[src/rtl/lst_pkg.sv]
// shared types, token kind codes and keyword tables for the lox source tokenizer
// no dependencies
package lst_pkg;

	localparam int MAX_SOURCE_LEN_DEF = 65536;
	localparam int TOK_PER_ITEM = 4;
	localparam int QDEPTH = 4;
	localparam int NUM_KW = 18;

	localparam logic [5:0] K_LPAREN = 6'd0;
	localparam logic [5:0] K_RPAREN = 6'd1;
	localparam logic [5:0] K_LBRACE = 6'd2;
	localparam logic [5:0] K_RBRACE = 6'd3;
	localparam logic [5:0] K_COMMA = 6'd4;
	localparam logic [5:0] K_DOT = 6'd5;
	localparam logic [5:0] K_MINUS = 6'd6;
	localparam logic [5:0] K_PLUS = 6'd7;
	localparam logic [5:0] K_SEMI = 6'd8;
	localparam logic [5:0] K_SLASH = 6'd9;
	localparam logic [5:0] K_STAR = 6'd10;
	localparam logic [5:0] K_QUEST = 6'd11;
	localparam logic [5:0] K_COLON = 6'd12;
	localparam logic [5:0] K_BANG = 6'd13;
	localparam logic [5:0] K_EQUAL = 6'd15;
	localparam logic [5:0] K_GREATER = 6'd17;
	localparam logic [5:0] K_LESS = 6'd19;
	localparam logic [5:0] K_IDENT = 6'd21;
	localparam logic [5:0] K_STRING = 6'd22;
	localparam logic [5:0] K_NUMBER = 6'd23;
	localparam logic [5:0] K_KW0 = 6'd24;
	localparam logic [5:0] K_EOF = 6'd42;
	localparam logic [5:0] K_BADCH = 6'd43;
	localparam logic [5:0] K_UNTERM = 6'd44;

	localparam logic [63:0] KW_TEXT [NUM_KW] = '{
		64'("and"), 64'("class"), 64'("else"), 64'("false"), 64'("for"),
		64'("fun"), 64'("if"), 64'("nil"), 64'("or"), 64'("print"),
		64'("return"), 64'("super"), 64'("this"), 64'("true"), 64'("var"),
		64'("while"), 64'("break"), 64'("continue")};
	localparam logic [3:0] KW_LEN [NUM_KW] = '{
		4'd3, 4'd5, 4'd4, 4'd5, 4'd3, 4'd3, 4'd2, 4'd3, 4'd2,
		4'd5, 4'd6, 4'd5, 4'd4, 4'd4, 4'd3, 4'd5, 4'd5, 4'd8};

	typedef struct packed {
		logic [5:0]  kind;
		logic [15:0] start;
		logic [15:0] len;
		logic [15:0] line;
	} tok_t;

	typedef struct packed {
		tok_t [TOK_PER_ITEM-1:0] tok;
		logic [2:0]              cnt;
	} bundle_t;

endpackage

[src/rtl/lst_front.sv]
// front end: accepts source bytes, runs the scanner state and builds a token bundle per item
// depends on lst_pkg
module lst_front #(
	parameter int MAX_SOURCE_LEN = lst_pkg::MAX_SOURCE_LEN_DEF
) (
	input  logic             clk,
	input  logic             arst_n,
	input  logic             take,
	input  logic [7:0]       ch,
	input  logic             has_char,
	input  logic             end_of_source,
	output logic             push,
	output lst_pkg::bundle_t push_data
);

	localparam logic [15:0] POS_CAP = (MAX_SOURCE_LEN > 65535) ? 16'hFFFF :
		16'(MAX_SOURCE_LEN);

	typedef enum logic [3:0] {
		M_IDLE, M_LINEC, M_BLOCK, M_BSTAR, M_STR, M_IDENT, M_INT, M_NDOT, M_FRAC, M_PEND
	} mode_t;

	localparam logic [2:0] OP_NONE = 3'd0;
	localparam logic [2:0] OP_BANG = 3'd1;
	localparam logic [2:0] OP_EQ = 3'd2;
	localparam logic [2:0] OP_LT = 3'd3;
	localparam logic [2:0] OP_GT = 3'd4;
	localparam logic [2:0] OP_SL = 3'd5;

	mode_t       mode_q, mode_d;
	logic [2:0]  pend_q, pend_d;
	logic [15:0] ss_q, ss_d;
	logic [15:0] pos_q, pos_d;
	logic [15:0] line_q, line_d;
	logic [17:0] kc_q, kc_d;
	logic [3:0]  il_q, il_d;
	lst_pkg::bundle_t b;

	function automatic lst_pkg::bundle_t add(lst_pkg::bundle_t bi, logic [5:0] kind,
		logic [15:0] s, logic [15:0] e, logic [15:0] ln);
		lst_pkg::bundle_t bo;
		bo = bi;
		if (bi.cnt < 3'(lst_pkg::TOK_PER_ITEM)) begin
			bo.tok[bi.cnt[1:0]].kind = kind;
			bo.tok[bi.cnt[1:0]].start = s;
			bo.tok[bi.cnt[1:0]].len = (e > s) ? e - s : 16'd0;
			bo.tok[bi.cnt[1:0]].line = ln;
			bo.cnt = bi.cnt + 3'd1;
		end
		return bo;
	endfunction

	function automatic logic [5:0] ident_kind(logic [17:0] kc, logic [3:0] il);
		logic [5:0] kind;
		kind = lst_pkg::K_IDENT;
		for (int k = 0; k < lst_pkg::NUM_KW; k++)
			if (kc[k] && lst_pkg::KW_LEN[k] == il)
				kind = lst_pkg::K_KW0 + 6'(k);
		return kind;
	endfunction

	function automatic logic [5:0] op_single(logic [2:0] op);
		logic [5:0] kind;
		unique case (op)
			OP_BANG: kind = lst_pkg::K_BANG;
			OP_EQ:   kind = lst_pkg::K_EQUAL;
			OP_LT:   kind = lst_pkg::K_LESS;
			OP_GT:   kind = lst_pkg::K_GREATER;
			default: kind = 6'd0;
		endcase
		return kind;
	endfunction

	always_comb begin
		logic [15:0] p, pn, d;
		logic        redo, dig, alp;
		int          idx;
		b = '0;
		mode_d = mode_q;
		pend_d = pend_q;
		ss_d = ss_q;
		pos_d = pos_q;
		line_d = line_q;
		kc_d = kc_q;
		il_d = il_q;
		p = pos_q;
		pn = (pos_q < POS_CAP) ? pos_q + 16'd1 : POS_CAP;
		d = (p > 16'd0) ? p - 16'd1 : 16'd0;
		redo = 1'b0;
		dig = (ch >= "0") && (ch <= "9");
		alp = ((ch >= "a") && (ch <= "z")) || ((ch >= "A") && (ch <= "Z")) || (ch == "_");
		idx = 0;
		if (has_char) begin
			unique case (mode_q)
				M_LINEC: if (ch == 8'h0A) begin
					mode_d = M_IDLE;
					redo = 1'b1;
				end
				M_BLOCK: begin
					if (ch == "*") mode_d = M_BSTAR;
					else if (ch == 8'h0A && line_d != 16'hFFFF) line_d = line_d + 16'd1;
				end
				M_BSTAR: begin
					if (ch == "/") mode_d = M_IDLE;
					else if (ch == 8'h0A) begin
						if (line_d != 16'hFFFF) line_d = line_d + 16'd1;
						mode_d = M_BLOCK;
					end else if (ch != "*") mode_d = M_BLOCK;
				end
				M_STR: begin
					if (ch == "\"") begin
						b = add(b, lst_pkg::K_STRING, ss_d, pn, line_d);
						mode_d = M_IDLE;
					end else if (ch == 8'h0A && line_d != 16'hFFFF) line_d = line_d + 16'd1;
				end
				M_IDENT: begin
					if (alp || dig) begin
						for (int k = 0; k < lst_pkg::NUM_KW; k++) begin
							idx = (int'(lst_pkg::KW_LEN[k]) - 1 - int'(il_q)) * 8;
							if (!(il_q < lst_pkg::KW_LEN[k] &&
								lst_pkg::KW_TEXT[k][idx[5:0] +: 8] == ch))
								kc_d[k] = 1'b0;
						end
						if (il_q < 4'd15) il_d = il_q + 4'd1;
					end else begin
						b = add(b, ident_kind(kc_q, il_q), ss_d, p, line_d);
						mode_d = M_IDLE;
						redo = 1'b1;
					end
				end
				M_INT: begin
					if (ch == ".") mode_d = M_NDOT;
					else if (!dig) begin
						b = add(b, lst_pkg::K_NUMBER, ss_d, p, line_d);
						mode_d = M_IDLE;
						redo = 1'b1;
					end
				end
				M_NDOT: begin
					if (dig) mode_d = M_FRAC;
					else begin
						b = add(b, lst_pkg::K_NUMBER, ss_d, d, line_d);
						b = add(b, lst_pkg::K_DOT, d, p, line_d);
						mode_d = M_IDLE;
						redo = 1'b1;
					end
				end
				M_FRAC: if (!dig) begin
					b = add(b, lst_pkg::K_NUMBER, ss_d, p, line_d);
					mode_d = M_IDLE;
					redo = 1'b1;
				end
				M_PEND: begin
					if (pend_q == OP_SL) begin
						if (ch == "/") mode_d = M_LINEC;
						else if (ch == "*") mode_d = M_BLOCK;
						else begin
							b = add(b, lst_pkg::K_SLASH, ss_d, p, line_d);
							mode_d = M_IDLE;
							redo = 1'b1;
						end
					end else if (ch == "=") begin
						b = add(b, op_single(pend_q) + 6'd1, ss_d, pn, line_d);
						mode_d = M_IDLE;
					end else begin
						b = add(b, op_single(pend_q), ss_d, p, line_d);
						mode_d = M_IDLE;
						redo = 1'b1;
					end
					if (mode_d == M_IDLE) pend_d = OP_NONE;
				end
				default: begin
					mode_d = M_IDLE;
					redo = 1'b1;
				end
			endcase
			if (redo) begin
				unique case (ch)
					"(": b = add(b, lst_pkg::K_LPAREN, p, pn, line_d);
					")": b = add(b, lst_pkg::K_RPAREN, p, pn, line_d);
					"{": b = add(b, lst_pkg::K_LBRACE, p, pn, line_d);
					"}": b = add(b, lst_pkg::K_RBRACE, p, pn, line_d);
					",": b = add(b, lst_pkg::K_COMMA, p, pn, line_d);
					".": b = add(b, lst_pkg::K_DOT, p, pn, line_d);
					"-": b = add(b, lst_pkg::K_MINUS, p, pn, line_d);
					"+": b = add(b, lst_pkg::K_PLUS, p, pn, line_d);
					";": b = add(b, lst_pkg::K_SEMI, p, pn, line_d);
					"*": b = add(b, lst_pkg::K_STAR, p, pn, line_d);
					"?": b = add(b, lst_pkg::K_QUEST, p, pn, line_d);
					":": b = add(b, lst_pkg::K_COLON, p, pn, line_d);
					"!": begin mode_d = M_PEND; pend_d = OP_BANG; ss_d = p; end
					"=": begin mode_d = M_PEND; pend_d = OP_EQ; ss_d = p; end
					"<": begin mode_d = M_PEND; pend_d = OP_LT; ss_d = p; end
					">": begin mode_d = M_PEND; pend_d = OP_GT; ss_d = p; end
					"/": begin mode_d = M_PEND; pend_d = OP_SL; ss_d = p; end
					" ", 8'h0D, 8'h09: ;
					8'h0A: if (line_d != 16'hFFFF) line_d = line_d + 16'd1;
					"\"": begin mode_d = M_STR; ss_d = p; end
					default: begin
						if (dig) begin
							mode_d = M_INT;
							ss_d = p;
						end else if (alp) begin
							mode_d = M_IDENT;
							ss_d = p;
							il_d = 4'd1;
							for (int k = 0; k < lst_pkg::NUM_KW; k++) begin
								idx = (int'(lst_pkg::KW_LEN[k]) - 1) * 8;
								kc_d[k] = (lst_pkg::KW_TEXT[k][idx[5:0] +: 8] == ch);
							end
						end else begin
							b = add(b, lst_pkg::K_BADCH, p, pn, line_d);
						end
					end
				endcase
			end
			pos_d = pn;
		end
		if (end_of_source) begin
			p = pos_d;
			d = (p > 16'd0) ? p - 16'd1 : 16'd0;
			unique case (mode_d)
				M_IDENT: b = add(b, ident_kind(kc_d, il_d), ss_d, p, line_d);
				M_INT, M_FRAC: b = add(b, lst_pkg::K_NUMBER, ss_d, p, line_d);
				M_NDOT: begin
					b = add(b, lst_pkg::K_NUMBER, ss_d, d, line_d);
					b = add(b, lst_pkg::K_DOT, d, p, line_d);
				end
				M_PEND: begin
					if (pend_d == OP_SL) b = add(b, lst_pkg::K_SLASH, ss_d, p, line_d);
					else b = add(b, op_single(pend_d), ss_d, p, line_d);
				end
				M_STR: b = add(b, lst_pkg::K_UNTERM, ss_d, p, line_d);
				default: ;
			endcase
			b = add(b, lst_pkg::K_EOF, p, p, line_d);
			mode_d = M_IDLE;
			pend_d = OP_NONE;
			ss_d = '0;
			pos_d = '0;
			line_d = 16'd1;
			kc_d = '0;
			il_d = '0;
		end
	end

	assign push = take && (b.cnt != 3'd0);
	assign push_data = b;

	always_ff @(posedge clk or negedge arst_n) begin
		if (!arst_n) begin
			mode_q <= M_IDLE;
			pend_q <= OP_NONE;
			ss_q <= '0;
			pos_q <= '0;
			line_q <= 16'd1;
			kc_q <= '0;
			il_q <= '0;
		end else if (take) begin
			mode_q <= mode_d;
			pend_q <= pend_d;
			ss_q <= ss_d;
			pos_q <= pos_d;
			line_q <= line_d;
			kc_q <= kc_d;
			il_q <= il_d;
		end
	end

endmodule

[src/rtl/lst_queue.sv]
// short bundle queue between front and back ends
// depends on lst_pkg
module lst_queue (
	input  logic             clk,
	input  logic             arst_n,
	input  logic             push,
	input  lst_pkg::bundle_t push_data,
	input  logic             pop,
	output lst_pkg::bundle_t pop_data,
	output logic             full,
	output logic             nonempty
);

	localparam int AW = $clog2(lst_pkg::QDEPTH);

	lst_pkg::bundle_t mem_q [lst_pkg::QDEPTH];
	logic [AW-1:0]    wr_q, rd_q;
	logic [AW:0]      cnt_q;

	assign full = (cnt_q == (AW+1)'(lst_pkg::QDEPTH));
	assign nonempty = (cnt_q != '0);
	assign pop_data = mem_q[rd_q];

	always_ff @(posedge clk) begin
		if (push) mem_q[wr_q] <= push_data;
	end

	always_ff @(posedge clk or negedge arst_n) begin
		if (!arst_n) begin
			wr_q <= '0;
			rd_q <= '0;
			cnt_q <= '0;
		end else begin
			if (push) wr_q <= wr_q + AW'(1);
			if (pop) rd_q <= rd_q + AW'(1);
			if (push && !pop) cnt_q <= cnt_q + (AW+1)'(1);
			else if (pop && !push) cnt_q <= cnt_q - (AW+1)'(1);
		end
	end

endmodule

[src/rtl/lst_back.sv]
// back end: holds one bundle and hands out its tokens one transaction at a time
// depends on lst_pkg
module lst_back (
	input  logic             clk,
	input  logic             arst_n,
	input  logic             avail,
	input  lst_pkg::bundle_t next,
	output logic             pop,
	output logic             valid,
	input  logic             ready,
	output lst_pkg::tok_t    tok,
	output logic             last
);

	lst_pkg::bundle_t bun_q;
	logic [1:0]       idx_q;
	logic             valid_q;

	assign valid = valid_q;
	assign tok = bun_q.tok[idx_q];
	assign last = ({1'b0, idx_q} == bun_q.cnt - 3'd1);
	assign pop = avail && (!valid_q || (ready && last));

	always_ff @(posedge clk) begin
		if (pop) bun_q <= next;
	end

	always_ff @(posedge clk or negedge arst_n) begin
		if (!arst_n) begin
			idx_q <= '0;
			valid_q <= 1'b0;
		end else if (pop) begin
			idx_q <= '0;
			valid_q <= 1'b1;
		end else if (valid_q && ready) begin
			idx_q <= idx_q + 2'd1;
			if (last) valid_q <= 1'b0;
		end
	end

endmodule

[src/rtl/lox_source_tokenizer.sv]
// Lox source tokenizer: takes one source byte per transaction and streams out tokens
// (kind, start, length, line). A byte is accepted every cycle while the four-entry
// bundle queue has room; each byte yields zero to four tokens, and the output side
// delivers one token per cycle while m_tready is high, so input keeps pace as long as
// tokens average at most one per byte; otherwise the token output sets the pace.
// depends on lst_pkg, lst_front, lst_queue, lst_back
module lox_source_tokenizer #(
	parameter int MAX_SOURCE_LEN = lst_pkg::MAX_SOURCE_LEN_DEF
) (
	input  logic        clk,
	input  logic        arst_n,
	input  logic        s_tvalid,
	output logic        s_tready,
	input  logic [7:0]  s_tdata,  // ch
	input  logic        s_tuser,  // has_char
	input  logic        s_tlast,  // end_of_source
	output logic        m_tvalid,
	input  logic        m_tready,
	output logic [47:0] m_tdata,  // token_start, token_length, token_line
	output logic [5:0]  m_tuser,  // token_kind
	output logic        m_tlast   // last_of_run
);

	logic             take, push, pop, full, nonempty;
	lst_pkg::bundle_t push_data, pop_data;
	lst_pkg::tok_t    tok;

	assign s_tready = !full;
	assign take = s_tvalid && s_tready;

	lst_front #(.MAX_SOURCE_LEN(MAX_SOURCE_LEN)) u_front (
		.clk, .arst_n, .take,
		.ch(s_tdata), .has_char(s_tuser), .end_of_source(s_tlast),
		.push, .push_data
	);

	lst_queue u_queue (
		.clk, .arst_n, .push, .push_data, .pop, .pop_data, .full, .nonempty
	);

	lst_back u_back (
		.clk, .arst_n, .avail(nonempty), .next(pop_data), .pop,
		.valid(m_tvalid), .ready(m_tready), .tok, .last(m_tlast)
	);

	assign m_tdata = {tok.line, tok.len, tok.start};
	assign m_tuser = tok.kind;

endmodule

[config.mk]
export PLATFORM = sky130hd
export DESIGN_NAME = lox_source_tokenizer
export DESIGN_NICKNAME = d
export VERILOG_FILES = /design/src/rtl/lst_pkg.sv /design/src/rtl/lst_front.sv /design/src/rtl/lst_queue.sv /design/src/rtl/lst_back.sv /design/src/rtl/lox_source_tokenizer.sv
export SDC_FILE = /design/constraint.sdc
export NUM_CORES = 2
export LEC_CHECK = 0
export BUFFER_PORTS_ARGS = -buffer_cell sky130_fd_sc_hd__clkbuf_2
export CAP_MARGIN = 20
export CORE_UTILIZATION = 29
export CTS_BUF_LIST = sky130_fd_sc_hd__clkbuf_2 sky130_fd_sc_hd__clkbuf_4 sky130_fd_sc_hd__clkbuf_8
export DETAILED_ROUTE_END_ITERATION = 10
export PLACE_DENSITY_LB_ADDON = 0.12
export REMOVE_ABC_BUFFERS = 1
export SLEW_MARGIN = 5
export SYNTH_ARGS = -nofsm -noshare
export SYNTH_HDL_FRONTEND = slang
export SYNTH_SLANG_ARGS = --single-unit
[constraint.sdc]
create_clock -name clk -period 13.3 [get_ports clk]
set_input_delay 2.66 -clock clk [delete_from_list [all_inputs] [get_ports clk]]
set_output_delay 2.66 -clock clk [all_outputs]
set_load 0.1 [all_outputs]
=== Yosys cells after proc, flatten, opt, wreduce, memory -nomap -nowiden ===
Memories as Yosys holds them, arrays and structs flattened. A register that Yosys moved wholly into a read port is not among the register bits.
Cells that the tools add are included.

* Flip-flop bits (word level): 87
* Bits in writable memories: 876
* Input port bits: 14
* Output and inout bits: 57
* Logic and storage cells: 632
* Memories: 1

{| class="wikitable"
|+ Memories
! memory !! depth !! width !! rd ports !! clocked after Yosys merged registers in !! write ports !! RTL line !! source
|-
| u_queue.mem_q || 4 || 219 || 1 || 1 || 1 || lst_queue.sv:16 || <nowiki>lst_pkg::bundle_t mem_q [lst_pkg::QDEPTH];</nowiki>
|}

* $add $sub $neg: 33
* Magnitude comparators: 41
* Equal/unequal tests: 97
* Shift operators: 18
* Mux-type cells: 337
* Reduce and logical (&&, ||, !) cells: 93

{| class="wikitable"
|+ Operators with widths
! cell !! count
|-
| bitwise mux 216 bit || 86
|-
| 2-to-1 mux 219 bit || 36
|-
| case mux 219 bit (13 select lines) || 1
|-
| demux 54 bit (select 2 bit) || 20
|-
| case mux 219 bit (6 select lines) || 1
|-
| indexed part select 64 x 7 -> 8 bit, first input constant || 18
|-
| case mux 219 bit (5 select lines) || 1
|-
| 2-to-1 mux 16 bit || 36
|-
| 2-to-1 mux 54 bit || 6
|-
| 2-to-1 mux 57 bit || 5
|-
| 2-to-1 mux 48 bit || 5
|-
| 2-to-1 mux 4 bit || 44
|-
| 2-to-1 mux 6 bit || 29
|-
| 2-to-1 mux 32 bit || 5
|-
| equality test 8 bit || 18
|-
| greater-than comparator 16 bit || 9
|-
| 2-to-1 mux 18 bit || 8
|-
| subtractor 16 bit || 9
|-
| equality test 8 x 6 -> 1 bit, second input constant || 17
|-
| equality test 7 x 8 -> 1 bit, first input constant || 14
|-
| 2-to-1 mux 56 bit || 2
|-
| binary-select mux 54 bit (select 2 bit) || 1
|-
| logical AND 1 bit || 70
|-
| 2-to-1 mux 55 bit || 1
|-
| other kinds (60) || 177
|}

=== Logic depth before layout (Yosys ltp) ===
* Depth after elaboration: 75
* Gate-level depth with buffers: 32
* Mapped depth without buffers: 29

=== Hierarchy ===
A second synthesis with hierarchy kept.

* Cells, all modules: 5,227
* Area total of the unflattened synthesis: 64,588.2 µm²

{| class="wikitable"
|+ Modules (own cells, without submodules)
! module !! times used !! cells each !! area each (µm²) !! seq. area each (µm²)
|-
| lst_queue || 1 || 1,178 || 32,055.7 || 26,480.4
|-
| lst_front || 1 || 3,737 || 24,383.4 || 1,928.1
|-
| lst_back || 1 || 310 || 8,139.1 || 6,651.4
|-
| lox_source_tokenizer || 1 || 2 || 10.0 || 0.0
|}

=== Worst setup path after synthesis ===
No wires, ideal clock.

* Path type: flip-flop to flip-flop
* From: reg u_back.bun_q[0] (netlist name)
* To: reg u_queue.cnt_q[1]
* Library setup time: 0.125 ns
* Data arrival time: 15.516 ns
* Required time: 13.175 ns
* Slack: -2.340 ns
* Stages on the path, launching flop included: 12
* Path buffers: 0
* Clock period less this slack: 15.640 ns
* Path through: edfxtp_1 inv_1 ha_1 xnor2_1 nor3_1 nand2_1 a21oi_1 inv_1 ha_1 inv_1 fa_1 mux2_2

* Cells in the longest elaborated chain, start to end: 8
* Elaborated cells on any way between the ends: 10
* Classes of those cells: 1 x add/sub; 1 x eq/ne; 1 x mux; 7 x reduce/logical

{| class="wikitable"
|+ Ends and longest elaborated chain
! element !! RTL line !! source
|-
| subtractor 3 x 1 -> 3 bit * || lst_back.sv:21 || <nowiki>assign last = ({1'b0, idx_q} == bun_q.cnt - 3'd1);</nowiki>
|-
| equality test 2 x 3 -> 1 bit * || lst_back.sv:21 ||
|-
| via m_tlast || lox_source_tokenizer.sv:21 || <nowiki>output logic m_tlast</nowiki>
|-
| logical AND 1 bit * || lst_back.sv:22 || <nowiki>assign pop = avail && (!valid_q || (ready && last));</nowiki>
|-
| logical OR 1 bit * || lst_back.sv:22 ||
|-
| logical AND 1 bit * || lst_back.sv:22 ||
|-
| via pop || lox_source_tokenizer.sv:24 || <nowiki>logic take, push, pop, full, nonempty;</nowiki>
|-
| zero test 1 bit || lst_queue.sv:36 || <nowiki>if (push && !pop) cnt_q <= cnt_q + (AW+1)'(1);</nowiki>
|-
| logical AND 1 bit || lst_queue.sv:36 ||
|-
| 2-to-1 mux 3 bit / nonzero test 2 bit (equally long branches) || n/a ||
|-
| end signal: assignment || lst_queue.sv:36 ||
|-
| end signal: assignment || lst_queue.sv:37 || <nowiki>else if (pop && !push) cnt_q <= cnt_q - (AW+1)'(1);</nowiki>
|-
| end: declaration || lst_queue.sv:18 || <nowiki>logic [AW:0] cnt_q;</nowiki>
|}

The timed path passes the listed nets; every way through them passes the cells marked *.
A chain may end at the register's enable or synchronous reset.

==> flow_metrics.py <==
metrics = {
    "clocking": {
        "postCtsSetupRepairBufs": 0,
        "cts_resized": 0,
        "cts_buffers": 206,
        "tritoncts_num_sinks": 1182,
        "worst_skew_late_latency_ps": 1010,
        "cts.hold.buffers_added": 0,
        "ctsHtreeMaxLevel": 4,
        "cts_tree": "yes",
        "maximum_number_of_buffers_from_clock_root_to_sink": 3,
        "clock-root-buffer": "clkbuf_8",
        "cts.clk_slew.worst_paths_ps": 60,
    },
    "worst_setup_path": {
        "crit_required_ps": 13880,
        "crit_cells": 23,
        "crit_path_max_fo": 44,
        "worst-setup-path-type": "primary input to flip-flop",
        "critical_path.endpoint_type": "flip-flop",
        "cell_family_with_the_largest_share_of_critical_path_delay": "simple AND/OR/NAND/NOR gates",
        "critical_path.max_stage_delay_ps": 1100,
        "critical_path.n_buffers_inverters": 6,
        "start_kind": "primary input",
        "worst-r2r-cell-count": 25,
        "cell_breakdown_of_the_critical_path": "clkbuf_2, buf_4, or4b_1, nor4_4, nand2b_1, nand4_1, ha_1, nand2_1, or4_1, a21o_1, inv_1, ha_1, buf_4, inv_1, nor2_1, or4_1, a31oi_1, ha_1, and2_1, o31ai_4, buf_4, nand2_2, o32ai_1",
        "worst_ep_arrival_time_ps": 10930,
        "critical-path-slowest-cell": "o32ai_1",
    },
    "outcome": {
        "status": "finished clean",
    },
    "hold_path": {
        "worst_min_delay_path_category": "flip-flop to flip-flop",
        "whs_path_depth": 1,
    },
    "pwr": {
        "total_leakage_power_uw": 0.02396,
        "power.density_nw_per_um2": 214.1,
        "vdd.ir_drop.worst_v": 0.0001555,
    },
    "drt": {
        "detail_route.drc_violations": 0,
        "vias": 49850,
        "drt_first_iter_violations": 6399,
        "vias_per_cell": 5.921,
        "antenna_left": 0,
        "detail_route.first_pass.iterations": 6,
        "drt-total-wl_um": 269800,
        "routed_wire_length_per_instance_um": 32.04,
    },
    "cells_and_area": {
        "post-route-util": 0.3304,
        "layout.filler_cells": 21880,
        "share_of_post_route_cells_with_drive_strength_above_1": 0.1747,
        "layout.nets": 5529,
        "layout_area_overhead_pct": 13.32,
    },
    "die": {
        "ioPinCount": 71,
        "die-area_um2": 222600,
        "starting_utilization_of_the_core_area": 0.2915,
        "fp.coreArea_um2": 219500,
        "die_h_um": 471.8,
        "row_cnt": 172,
        "floorplan.die.width_um": 471.8,
    },
    "sta": {
        "finalWorstSetupSlack_ps": 2941,
        "final.min_clock_period_ps": 10360,
        "setup_viol": 0,
        "finalMaxSlewViolations": 0,
        "layout_worst_path_cycle_share": 0.7789,
        "total_negative_slack_for_setup_checks_ps": 0,
        "worst_pin_slew_ps": 1416,
        "timing_hold_violations_final": 0,
        "finalClockSkew_ps": 91.08,
        "rsz0062_at_grt": "false",
        "fmax_mhz": 96.53,
        "relSlewSlack": 0.05618,
    },
    "global_routing": {
        "first_global_vias": 48140,
        "grt.total_usage": 0.2377,
        "largest_net_degree_at_the_start_of_global_routing": 128,
        "grt_antenna_before_repair": 21,
        "grt_first_pass_wirelength_um": 380200,
        "grt_overflow_total": 0,
    },
    "yosys": {
        "synth-seq-cells": 1182,
        "synthDominantAreaCellType": "edfxtp_1",
        "netlist.area_leader.share": 0.5138,
        "ys.flop_type": "edfxtp_1",
        "asyncSetResetFlopFracSynth": 0.07360,
        "avgSynthCellArea_um2": 12.14,
        "yosysSeqAreaShare": 0.5479,
        "syn_area_um2": 64000,
        "syn_inst": 5273,
        "synth_edf_count": 1095,
        "synth_top_cells_by_area": "edfxtp_1, mux4_2, dfrtp_1",
        "synth_cell_types": 111,
        "ys_warn_count": 0,
    },
    "job": {
        "max_cap_violations": 0,
    },
    "place": {
        "dpl_worst_slack_ps": 2289,
        "portBuffers": 70,
        "finalWeightedCongestion": 0.9844,
        "dp_hpwl_um": 191100,
    },
}
-- cells in the mapped netlist (13+ instances only) --
| cell type | number |
|---|---|
| o22ai_1 | 143 |
| or3_1 | 39 |
| a32oi_1 | 18 |
| nand2b_1 | 39 |
| nor2b_1 | 50 |
| a211oi_1 | 36 |
| and2_1 | 41 |
| inv_1 | 114 |
| buf_1 | 66 |
| o31ai_1 | 26 |
| a22oi_1 | 71 |
| a22o_1 | 24 |
| nand4_1 | 46 |
| or2_2 | 18 |
| o221ai_1 | 56 |
| a221oi_1 | 28 |
| o21ai_0 | 381 |
| mux4_2 | 273 |
| o21ai_1 | 14 |
| xnor2_1 | 102 |
| nor4b_1 | 13 |
| clkbuf_1 | 256 |
| nand2_1 | 445 |
| buf_2 | 29 |
| ha_1 | 135 |
| a21boi_0 | 14 |
| or4_1 | 15 |
| nand3_1 | 139 |
| a2bb2oi_1 | 20 |
| edfxtp_1 | 1095 |
| nor3_1 | 115 |
| o2111ai_1 | 22 |
| xor2_1 | 49 |
| a21oi_1 | 309 |
| o211ai_1 | 59 |
| o21a_1 | 34 |
| nor2_1 | 335 |
| a21o_1 | 49 |
| dfrtp_1 | 86 |
| nor4_1 | 33 |
| mux2i_1 | 56 |
| and3_1 | 33 |
| a31oi_1 | 60 |
-- placed cells by master, fill, tap and decap left out, types with 67 or more instances in the layout --
| cell type | count |
|---|---|
| a21oi_1 | 307 |
| a22oi_1 | 71 |
| buf_4 | 168 |
| clkbuf_2 | 67 |
| clkbuf_4 | 69 |
| clkbuf_8 | 212 |
| dfrtp_1 | 82 |
| edfxtp_1 | 1095 |
| ha_1 | 135 |
| inv_1 | 114 |
| mux4_2 | 273 |
| nand2_1 | 443 |
| nand3_1 | 139 |
| nor2_1 | 328 |
| nor3_1 | 112 |
| o21ai_0 | 379 |
| o22ai_1 | 143 |
| xnor2_1 | 102 |
-- cell families (layout without fill, tap and decap cells) --
family	count (synthesis)	after routing	share of synthesized area
compound gates	1538	1538	0.1580
xor+xnor	151	151	0.02067
fa+ha+maj	141	141	0.02827
buf+inv	486	754	0.02984
flops	1182	1182	0.5479
mux	334	334	0.1057
other cells	0	8	0
simple gates	1441	1441	0.1096
-- final timing paths --
kind	slack (ps)	end	startpoint
max in group asynchronous	10120	u_front.pos_q[4]$_DFFE_PN0P_	arst_n
setup / recovery	2940	u_queue.mem_q[0][99]$_DFFE_PP_	s_tdata[4]
setup reg to reg	3500	u_queue.mem_q[0][142]$_DFFE_PP_	u_front.pos_q[0]$_DFFE_PN0P_
hold reg to reg	530	u_queue.cnt_q[2]$_DFFE_PN0P_	u_queue.cnt_q[2]$_DFFE_PN0P_
min in group asynchronous	1690	u_front.pend_q[1]$_DFFE_PN0P_	arst_n
hold / removal	530	u_queue.cnt_q[2]$_DFFE_PN0P_	u_queue.cnt_q[2]$_DFFE_PN0P_
-- where the power goes --
part | leakage, µW | internal [µW] | total (µW) | switching (µW)
Combinational | 0.0105 | 2050 | 6840 | 4790
Sequential | 0.0113 | 5000 | 5280 | 287
Clock | 0.00221 | 1820 | 3410 | 1590
-- registers in the layout, indices dropped and copies added, names as in the netlist --
| name | count |
|---|---|
| u_back.bun_q | 219 |
| u_back.idx_q | 2 |
| u_back.valid | 1 |
| u_front.il_q | 4 |
| u_front.kc_q | 18 |
| u_front.line_q | 16 |
| u_front.mode_q | 4 |
| u_front.pend_q | 3 |
| u_front.pos_q | 16 |
| u_front.ss_q | 16 |
| u_queue.cnt_q | 3 |
| u_queue.mem_q | 876 |
| u_queue.rd_q | 2 |
| u_queue.wr_q | 2 |
-- cell type report --
| cell class | count | area, µm² | area share |
|---|---|---|---|
| clock inverters | 96 | 818.3 | 0.01128 |
| repair buffers | 254 | 1952 | 0.02691 |
| inverters | 125 | 469.2 | 0.006470 |
| clock buffers | 279 | 3421 | 0.04717 |
| diodes | 8 | 20.02 | 0.0002760 |
| multi-input cells | 3605 | 27170 | 0.3747 |
| well taps | 2871 | 3592 | 0.04953 |
| flip-flops and latches | 1182 | 35070 | 0.4837 |
-- layer usage --
layer,routed length [µm],track usage
met5,292,0
met4,10220,0.08780
met3,22010,0.04894
met2,113200,0.3403
met1,124100,0.3504
-- worst reg2reg max path, stage by stage, from the launching register on --
cell       delay, ps
dfrtp_1          380
ha_1             710
nand4_1          710
nor3_1           920
a31oi_1          220
buf_4            210
a21oi_1          460
inv_1            290
ha_1             370
o2111a_1         170
o21a_1           220
nand4_1          300
nor2_1           250
nor2_1           430
ha_1             390
o21a_1           220
o31a_1           140
o211ai_1         200
nand2_1          140
a2111oi_0        830
or3_1            220
a41oi_1          150
xor2_1           420
and2_1           330
a32oi_1          100
a211oi_1         740
-- metrics by stage --
step                area, µm²  hold slack, ps  cells  total power (µW)
floorplan               62560           484.9   4912             10220
finish                  72520           532.2   8420             15530
detailed placement      68250           521.9   8035             12150
global route            72500           545.3   8413             16190
global placement        68250           511.1   8035             12190
CTS                     72490           531.5   8410             15640
Power figures use the tool's default switching activity.
